`src/hw/rtl/fac_pkg.sv`:
```
`default_nettype none
package fac_pkg;

  localparam int NUM_INPUTS       = 64;
  localparam int NUM_COLUMNS      = 16;
  localparam int CELLS_PER_COLUMN = 16;

  localparam logic OP_WRITE  = 1'b0;
  localparam logic OP_SAMPLE = 1'b1;

  localparam logic [1:0] REG_VIG_LOW  = 2'd0;
  localparam logic [1:0] REG_VIG_HIGH = 2'd1;
  localparam logic [1:0] REG_BIAS     = 2'd2;
  localparam logic [1:0] REG_RATE     = 2'd3;

  localparam logic [15:0] VIG_LOW_RST  = 16'd32768;
  localparam logic [15:0] VIG_HIGH_RST = 16'd45875;
  localparam logic [15:0] BIAS_RST     = 16'd6554;
  localparam logic [15:0] RATE_RST     = 16'd32768;

  localparam logic [16:0] EPS_Q16     = 17'd7;
  localparam logic [16:0] COMMIT_RATE = 17'd64881;

  // quotient request to the shared divider
  typedef struct packed {
    logic        start;
    logic [47:0] num;
    logic [47:0] den;
  } div_req_t;

endpackage
`default_nettype wire

```
`src/hw/rtl/fac_div.sv`:
```
`default_nettype none
// restoring divider, one quotient bit per cycle
module fac_div (
  input  wire logic             clk_i,
  input  wire logic             rst_ni,
  input  wire fac_pkg::div_req_t req_i,
  output      logic             busy_o,
  output      logic [47:0]      quot_o
);
  logic [47:0] rem_q, rem_d, quo_q, quo_d, den_q, den_d;
  logic [5:0]  cnt_q, cnt_d;
  logic        busy_q, busy_d;
  logic [48:0] trial;

  always_comb begin
    rem_d  = rem_q;
    quo_d  = quo_q;
    den_d  = den_q;
    cnt_d  = cnt_q;
    busy_d = busy_q;
    trial  = {rem_q, quo_q[47]} - {1'b0, den_q};
    if (req_i.start) begin
      rem_d  = '0;
      quo_d  = req_i.num;
      den_d  = req_i.den;
      cnt_d  = 6'd47;
      busy_d = 1'b1;
    end else if (busy_q) begin
      if (!trial[48]) begin
        rem_d = trial[47:0];
        quo_d = {quo_q[46:0], 1'b1};
      end else begin
        rem_d = {rem_q[46:0], quo_q[47]};
        quo_d = {quo_q[46:0], 1'b0};
      end
      cnt_d = cnt_q - 6'd1;
      if (cnt_q == 6'd0) begin
        busy_d = 1'b0;
      end
    end
  end

  always_ff @(posedge clk_i or negedge rst_ni) begin
    if (!rst_ni) begin
      busy_q <= 1'b0;
      cnt_q  <= '0;
    end else begin
      busy_q <= busy_d;
      cnt_q  <= cnt_d;
    end
  end

  always_ff @(posedge clk_i) begin
    rem_q <= rem_d;
    quo_q <= quo_d;
    den_q <= den_d;
  end

  assign busy_o = busy_q;
  assign quot_o = quo_q;
endmodule
`default_nettype wire

```
`config.mk`:
```
export PLATFORM = sky130hd
export DESIGN_NAME = fac_div
export DESIGN_NICKNAME = d
export VERILOG_FILES = /design/src/hw/rtl/fac_pkg.sv /design/src/hw/rtl/fac_div.sv
export SDC_FILE = /design/constraint.sdc
export NUM_CORES = 1
export LEC_CHECK = 0
export ABC_AREA = 1
export ABC_CLOCK_PERIOD_IN_PS = 2700
export BUFFER_PORTS_ARGS = -buffer_cell sky130_fd_sc_hd__buf_2
export CORE_AREA = 5 5 123 172
export CTS_BUF_LIST = sky130_fd_sc_hd__clkbuf_4 sky130_fd_sc_hd__clkbuf_8
export DETAILED_ROUTE_END_ITERATION = 16
export DIE_AREA = 0 0 128 177
export PLACE_DENSITY_LB_ADDON = 0.12
export SLEW_MARGIN = 20
export SYNTH_ARGS = -nofsm -noshare
export SYNTH_HDL_FRONTEND = slang
export SYNTH_SLANG_ARGS = --single-unit
```
`constraint.sdc`:
```
create_clock -name clk_i -period 2.7 [get_ports clk_i]
set_input_delay 0.27 -clock clk_i [delete_from_list [all_inputs] [get_ports clk_i]]
set_output_delay 0.27 -clock clk_i [all_outputs]
set_load 0.01 [all_outputs]
```
==> metrics.txt, run 1 <==
Bufs and invs on worst path 2; Antenna Cells 0; Crit path top cell by count nand2_1; height of the chip 177 um; worst reg2reg startpoint den_q[43]; Synth Instances between 1,500 and 2,000; top post-synthesis cells by area edfxtp_1, nand2_1, inv_1, dfxtp_1, ha_1; clk_lat worst skew 0.49 ns; core area just under 20,000 sq um; clock buffer count from CTS 17; hold_ws approximately 0.033 ns; CP max stage cell edfxtp_1; DRC 0; top-level I/O count approximately 150; Cell Area, Synth around 10,000 sq um; Tcrit/Tclk final between 90 and 100%; Max VDD drop about 0.00031 V; WS Path Type flop to flop; Clock transition at path regs around 0.11 ns; crit path time final 2.52 ns; Hold Vio Cnt, Final 0; clock sink total ~150; leakage 7.01 nW; total congestion overflow 0; top cells by count, synth nand2_1, inv_1, nor2_1; GPL Wtd Cong 1.01; Detailed Routing Iterations Pass 1 5; die area ~23,000 sq um; H-tree levels 4; Synth-to-Final Area Change 20.6%; Routed Antenna Nets 0; cell-by-cell trace of the critical path inv_1, ha_1, a21oi_1, nand2_1, nand2_1, nand2_1, a21oi_1, nand4_1, nand2_4, clkbuf_16, o21ai_1; library cells used by synthesis 36; async set or reset register ratio after synthesis between 4 and 5%; Non-Filler Instances between 2,000 and 2,500; Post CTS Setup Buffer Count 0; CTS tree done; Rel. slew slack approximately two thirds; # rows 61; Hold Path Class primary input to flop; Power Density roughly 420 nW/um^2; first-pass GRT wire length 47.6 mm; drt total wl approximately 30 mm; DRT iter0 DRCs between 500 and 600; Synth Flop Type edfxtp_1; Max Root-Sink Buffers 2; fin. max-slew vios 0; crit-path max cell delay between 0.3 and 0.4 ns; CTS Root Cell clkbuf_8; r2r setup slk around 0.18 ns; Max Freq between 300 and 400 MHz; Startpoint Class flop; Top delay family on crit path simple AND/OR/NAND/NOR gates; Slew @ Worst Pin just over 0.5 ns; Max Cap Viol 0; critical path endpoint category flop; number of vias per cell between 4 and 5; Post-Place Cells between 1,500 and 2,000; Clock Skew ~0.017 ns; PortBufs about 150; layout cells sized above 1 about an eighth; fillers between 1,500 and 2,000; Synth warnings 0; CP Data Arrival Time between 2 and 3 ns; RSZ-0062 raised after global routing no; Req. time, crit path between 2 and 3 ns; post-DP HPWL 23.2 mm; vias in the first global route 10,048; Setup Viol. Count Final 0; sequential share of the synthesized area 38.5%; post-synth net total about 1,800; Yosys reg bits roughly 150; Initial Util 53.5%; chip width about 130 um; GRT Total Usage a little over a quarter; HP Start req_i[69]; EDFF count, synth 96; Final #Nets about 2,000; top-count cell post-synth nand2_1; initial antenna violation count 0; post-synth top area share 27.6%; Fin Setup TNS 0 ns; wire length per cell about 14 um; biggest area consumer among synthesized cells edfxtp_1; largest net degree at the start of global routing 49; status complete, no violations; Vias between 10,000 and 15,000; crit path launch den_q[43]; Crit Path Max Fanout 17; Mean Syn Cell Area around 6.5 sq um
## layout by cell type, fill, tap and decap left out, types with 2 or more instances in the layout
cell             n
nor3_1           9
dlygate4sd3_1   49
nand3_2          3
xnor2_1         22
a21oi_1         31
inv_1          325
nand4_1         15
xor2_1           4
inv_2            3
nor2_4           4
dfxtp_1         48
buf_4           17
buf_12           7
ha_1            49
nor2_1         103
nor2_2           6
nand3_1         86
clkinv_8         8
o21ai_0         13
o21bai_1         4
o21ai_1          2
nand3b_1         5
and2_1           2
clkbuf_8        17
buf_2          146
nand2_2          5
dfrtp_1          7
edfxtp_1        96
inv_6            4
nand2_1        724
## cell families (layout without fill, tap and decap cells)
family / count (synthesis) / after routing / share of synthesized area, %
XOR/XNOR: 26 / 26 / 2.18
AO/OA/AOI/OAI: 54 / 54 / 2.78
AND/OR/NAND/NOR: 967 / 967 / 37.1
flip-flops: 151 / 151 / 38.5
adder cells (fa/ha/maj): 51 / 51 / 6.18
buffers and inverters: 358 / 580 / 13.3
## power by group
part,total [W],internal [W],switching (W),leakage (nW)
Clock,0.00186,0.000724,0.00113,0.213
Sequential,0.00265,0.00260,0.0000544,1.46
Combinational,0.000763,0.000312,0.000451,5.34
Total,0.00527,0.00363,0.00164,7.01
## path summary, 6_finish.rpt
check | endpoint | depth (start not counted)
setup / recovery | quot_o[0] | 11
hold / removal | quot_o[21] | 3
setup reg to reg | quot_o[0] | 11
hold reg to reg | rem_q[24] | 2
max in group asynchronous | cnt_q[0] | 2
min in group asynchronous | cnt_q[4] | 2
## through the flow
stage / area [sq um] / utilization (%) / worst slack, ns / total power (W)
global route: 12600 / 64.5 / 0.00662 / 0.00550
global placement: 11600 / 59.4 / 0.185 / 0.00339
floorplan: 10400 / - / 0.211 / 0.00311
CTS: 12500 / 64.2 / 0.0522 / 0.00530
detailed placement: 11600 / 59.4 / 0.0707 / 0.00341
finish: 12600 / 64.5 / 0.179 / 0.00527
## final cells by class
cell class | count | area, sq um | area share, %
clock inverter | 15 | 201 | 1.60
sequential | 151 | 4020 | 31.9
inverter | 328 | 1230 | 9.78
timing repair buffer | 220 | 1510 | 12.0
tap | 252 | 315 | 2.50
clock buffer | 17 | 234 | 1.86
multi-input combinational | 1098 | 5080 | 40.3
## what timing repair did
item	CTS	global route
endpoints found under the hold margin	55	0
resized for setup	0	9
hold buffers	49	0
endpoints found under the setup margin	0	49
## layer usage
metal	GRT usage [%]	routed length (um)	up-vias	part of all wire (%)
li1	-	-	5264	-
met2	49.9	15600	254	52
met1	29.5	11900	4517	40
met5	0	0	-	0
met4	11.9	1230	0	4.1
met3	3.71	1210	82	4.0
## worst reg2reg max path, delay by kind of cell (launching register included)
| kind | cells | cell delay (ns) |
|---|---|---|
| buffers and inverters | 2 | 0.29 |
| adder cells (fa/ha/maj) | 1 | 0.29 |
| AND/OR/NAND/NOR | 5 | 0.66 |
| AO/OA/AOI/OAI | 3 | 0.65 |
| flip-flops | 1 | 0.38 |
## registers in the layout, summed over array words and instances (netlist names)
| name | flops |
|---|---|
| den_q | 48 |
| quot_o | 48 |
| rem_q | 48 |
| cnt_q | 6 |
| busy_o | 1 |
Note: power is estimated with default switching activity, not from simulation.
==> run 2: changes to the inputs <==
Settings changed: BUFFER_PORTS_ARGS -buffer_cell sky130_fd_sc_hd__buf_2 to not set, DONT_BUFFER_PORTS set to 1.
==> run 2 against run 1 <==
Combinational power is 14% lower. Critical path type unchanged. Register-to-register slack worse by 0.04 ns. Sequential share of layout area is 0.60 points higher. Power is 0.28% lower. Sequential cell count stayed put.
==> metrics.txt, run 2 (synthesis results as in run 1) <==
status complete, no violations; worst reg-to-reg path cell count 11; PnR worst setup slack around 0.14 ns; DRC 0; Antenna Cells 0; Top delay family on crit path simple AND/OR/NAND/NOR gates; chip width between 100 and 150 um; most frequent cells in the layout nand2_1, inv_1, nor2_1; Routed Antenna Nets 0; hold path cells 2; Max Root-Sink Buffers 2; layout cells sized above 1 approximately 4.7%; Initial Util 53.5%; drt total wl ~31 mm; Max Cap Viol 0; die area between 20,000 and 25,000 sq um; clock buffer count from CTS 17; Clock transition at path regs ~0.11 ns; Max Freq between 300 and 400 MHz; GPL Wtd Cong about 1; Setup Viol. Count Final 0; core area 19,500 sq um; CP Data Arrival Time 2.78 ns; # rows 61; dpl ws between 0.1 and 0.15 ns; fin util ~63%; PortBufs 0; vias in the first global route between 9,000 and 10,000; Worst R2R End quot_o[0]; top-level I/O count roughly 150; CTS tree done; cell-by-cell trace of the critical path inv_1, ha_1, a21oi_1, nand2_1, nand2_1, nand2_1, a21oi_1, nand4_1, nand2_4, clkbuf_16, o21ai_1; Detailed Routing Iterations Pass 1 7; Crit Path Max Fanout 8; worst reg2reg startpoint den_q[43]; Hold Path Class primary input to flop; crit path time final 2.56 ns; initial antenna violation count 0; Final #Nets around 1,900; Hold EP quot_o[47]; CP max stage cell edfxtp_1; Startpoint Class flop; Hold Vio Cnt, Final 0; wire length per cell 15.7 um; Vias between 9,000 and 10,000; r2r setup slk roughly 0.14 ns; Rel. slew slack between 40% and 50%; RSZ-0062 raised after global routing no; GRT Total Usage 27.3%; Crit path top cell by count nand2_1; Synth-to-Final Area Change 18.3%; Slew @ Worst Pin 0.804 ns; fin. max-slew vios 0; Clock Skew 0.0265 ns; Power Density ~430 nW/um^2; DRT iter0 DRCs around 600; clock sink total 151; first-pass GRT wire length approximately 48 mm; HP Start req_i[95]; Bufs and invs on worst path 2; Post CTS Setup Buffer Count 0; commonest non-fill, non-tap cell in the layout nand2_1; H-tree levels 4; largest net degree at the start of global routing between 70 and 80; Req. time, crit path a little under 3 ns; WS Path Type flop to flop; crit-path max cell delay 0.39 ns; Tcrit/Tclk final ~95%; critical path endpoint category flop; clk_lat worst skew approximately 0.49 ns; total congestion overflow 0; leakage between 6 and 7 nW; Max VDD drop slightly below 0.0004 V; post-DP HPWL 22.1 mm; height of the chip roughly 180 um; number of vias per cell 5.02; CTS Root Cell clkbuf_8; Fin Setup TNS 0 ns
-- run 2: changes by cell type in the layout (fill, tap and decap cells not counted), sizes merged --
cell,delta
buf,-149
clkbuf,+1
clkinv,-1
dlygate4sd3,+50
inv,+1
-- run 2: cell type report --
class	count	area, sq um
Sequential cell	151	4020
Multi-Input combinational cell	1098	5080
Clock inverter	15	201
Clock buffer	17	234
Timing Repair Buffer	122	1280
Fill cell	1855	7180
Inverter	328	1230
Tap cell	252	315
-- run 2: power by group --
part | internal [W] | switching (W) | total (W)
registers | 0.00260 | 0.000103 | 0.00270
logic | 0.000269 | 0.000388 | 0.000656
clock network | 0.000733 | 0.00116 | 0.00190
total | 0.00360 | 0.00165 | 0.00526
-- run 2: timing repair --
item                                    in CTS  in global routing
endpoints found under the setup margin       0                 47
hold buffers                                99                  1
hold endpoints to repair                   154                  1
resized for setup                            0                  8
-- run 2: worst max-delay path by stage --
stage	start	end	slack (ns)	cells past startpoint
after detailed placement	quot_o[47]	rem_q[14]	0.12	17
final	den_q[43]	quot_o[0]	0.14	11
after CTS	quot_o[47]	rem_q[29]	0.1	17
after global routing	den_q[42]	rem_q[39]	0.01	15
after floorplan	quot_o[47]	rem_q[4]	0.21	17
after global placement	quot_o[47]	quot_o[0]	0.18	15
-- run 2: per-stage QoR --
| stage | std cells | area (sq um) | hold slack (ns) | total power, W |
|---|---|---|---|---|
| floorplan | 1607 | 10400 | -0.0256 | 0.00311 |
| global placement | 1848 | 10800 | -0.0251 | 0.00324 |
| detailed placement | 1848 | 10800 | -0.0251 | 0.00325 |
| CTS | 1979 | 12300 | 0.00667 | 0.00527 |
| global route | 1983 | 12400 | 0.0125 | 0.00548 |
| finish | 1983 | 12400 | 0.0258 | 0.00526 |
-- run 2: worst register-to-register path: stages (launching register included) --
cell and delay, ns:
edfxtp_1 0.39, inv_1 0.07, ha_1 0.28, a21oi_1 0.23, nand2_1 0.10, nand2_1 0.07, nand2_1 0.09, a21oi_1 0.37
nand4_1 0.22, nand2_4 0.21, clkbuf_16 0.20, o21ai_1 0.06
-- run 2: routing by layer --
layer	vias up	share of wire [%]	global-route usage (%)
met4	0	5.5	14.5
met3	98	4.9	4.98
met1	4460	38	28.7
met2	322	52	50.8
met5	-	0	0
li1	5075	-	-
==> run 3: changes to the inputs <==
Settings changed: SETUP_SLACK_MARGIN set to 0.4.
==> run 3 against run 2 <==
Wire length up 4.0%. Critical path depth is 7 higher. Die area is the same. Largest cell class unchanged. Combinational power is 13% higher. Power increased by 1.8%. Sequential power hardly changed. Via count is 1.9% higher. Fmax is 5.4% higher. Cell area grew 5.6%. Clock skew is 0.0098 ns lower.
==> metrics.txt, run 3 (synthesis results as in run 1) <==
core area between 15,000 and 20,000 sq um; crit path time final 2.43 ns; GRT Total Usage around 28%; chip width about 130 um; DRC 0; CP Data Arrival Time roughly 2.8 ns; total congestion overflow 0; Tcrit/Tclk final between 90 and 100%; Detailed Routing Iterations Pass 1 5; first-pass GRT wire length approximately 49 mm; DRT iter0 DRCs 694; Max Cap Viol 0; critical path endpoint category flop; HP Start req_i[96]; fin. max-slew vios 0; height of the chip between 150 and 200 um; largest net degree at the start of global routing between 60 and 70; Sw Ratio 30.5%; commonest non-fill, non-tap cell in the layout nand2_1; leakage between 6 and 7 nW; status complete, no violations; internal power 0.00372 W; number of vias per cell about 5.1; Max VDD drop 0.000451 V; r2r setup slk 0.27 ns; initial antenna violation count 0; Synth-to-Final Area Change 24.9%; drt total wl between 30 and 40 mm; Antenna Cells 0; Clock transition at path regs approximately 0.10 ns; Routed Antenna Nets 0; Rel. slew slack approximately 47%; die area roughly 23,000 sq um; Hold Path Class primary input to flop; top-level I/O count between 100 and 150; Clock Skew roughly 0.017 ns; clk_lat worst skew around 0.48 ns; Startpoint Class flop; switching pwr approximately 0.0016 W; clock power share a little over a third; CTS Root Cell clkbuf_8; Initial Util between 50% and 60%; Max Root-Sink Buffers 2; vias in the first global route between 9,000 and 10,000; clock sink total ~150; # rows 61; fin util between 60% and 70%; WS Path Type flop to flop; Crit Path Max Fanout 12; Power Density approximately 410 nW/um^2; GPL Wtd Cong about 1; Final #Nets about 1,900; Hold Vio Cnt, Final 0; Slew @ Worst Pin approximately 0.8 ns; wire length per cell between 15 and 20 um; Setup Viol. Count Final 0; most frequent cells in the layout nand2_1, inv_1, dlygate4sd3_1; clock buffer count from CTS 17; Flop pwr share 50.6%; post-route cell area around 13,000 sq um; H-tree levels 4; worst reg2reg startpoint quot_o[47]; Max Freq between 400 and 500 MHz; worst reg-to-reg path cell count 18; CTS tree done; PortBufs 0; Fin Setup TNS 0 ns; Vias around 10,000; dpl cell area roughly 11,000 sq um; RSZ-0062 raised after global routing yes; hold path cells 2; Req. time, crit path approximately 3 ns; post-DP HPWL about 22 mm; layout cells sized above 1 9.59%; Comb pwr share 13.8%; Hold EP quot_o[15]; Worst R2R End rem_q[46]
-- run 3: cell count changes in the layout (fill, tap and decap cells not counted), sizes merged --
cell / change
buf: +19
clkinv: -2
dlygate4sd3: +2
bufinv: +1
clkinvlp: +1
-- run 3: worst max-delay path by stage --
stage	depth (start not counted)	from	end	slack, ns
detailed placement	16	den_q[16]	rem_q[8]	0.16
floorplan	16	quot_o[47]	quot_o[0]	0.34
finish	18	quot_o[47]	rem_q[46]	0.27
CTS	18	quot_o[47]	rem_q[8]	0.29
global route	18	quot_o[47]	rem_q[46]	0.16
global placement	16	den_q[16]	rem_q[27]	0.23
-- run 3: per-stage QoR --
| stage | total power, W | hold WS, ns | std cells | setup WS (ns) |
|---|---|---|---|---|
| 6_report | 0.00535 | 0.0162 | 2004 | 0.266 |
| 5_1_grt | 0.00556 | -0.000129 | 2004 | 0.161 |
| 4_1_cts | 0.00532 | 0.00249 | 1998 | 0.295 |
| 3_5_place_dp | 0.00325 | -0.0252 | 1847 | 0.163 |
| 3_3_place_gp | 0.00325 | -0.0252 | 1847 | 0.228 |
| 2_1_floorplan | 0.00311 | -0.0256 | 1607 | 0.340 |
-- run 3: power by group through the flow --
stage	Clock [W]	Combinational [W]	Sequential, W
2_1_floorplan	0	0.000379	0.00273
3_3_place_gp	0	0.000493	0.00275
3_5_place_dp	0	0.000497	0.00276
4_1_cts	0.00192	0.000695	0.00270
5_1_grt	0.00203	0.000810	0.00272
6_report	0.00191	0.000738	0.00270
-- run 3: layout make-up --
| class | count | area (sq um) |
|---|---|---|
| tap | 252 | 315 |
| inverter | 328 | 1230 |
| sequential | 151 | 4020 |
| clock inverter | 15 | 204 |
| multi-input combinational | 1098 | 5520 |
| fill | 1716 | 6490 |
| clock buffer | 17 | 234 |
| timing repair buffer | 143 | 1530 |
-- run 3: worst max-delay path, stage by stage (launching register included) --
cell and delay [ns]:
edfxtp_1 0.41, inv_2 0.10, ha_4 0.13, inv_2 0.04, fa_2 0.35, nand3_2 0.09, nand3_2 0.08, nand2_1 0.08
nand2_2 0.06, nand2_2 0.09, nand2_4 0.06, nand2_4 0.07, nand3_2 0.10, nand2_2 0.10, nand2_4 0.09, buf_6 0.14
buf_12 0.14, nor2_2 0.10, o21ai_0 0.10
-- run 3: repair_timing --
action | in CTS | in global routing
hold buffers | 102 | 0
setup buffers | 13 | 4
resized for setup | 45 | 54
endpoints found under the setup margin | 49 | 49
pin swaps | 10 | 14
gates cloned | 4 | 2
endpoints found under the hold margin | 155 | 0
-- run 3: layer usage --
layer / part of all wire (%) / track usage (%) / vias up
met2: 52 / 53.0 / 317
met5: 0 / 0 / -
met4: 5.0 / 12.6 / 0
met1: 38 / 30.5 / 4616
met3: 5.2 / 4.59 / 95
li1: - / - / 5119
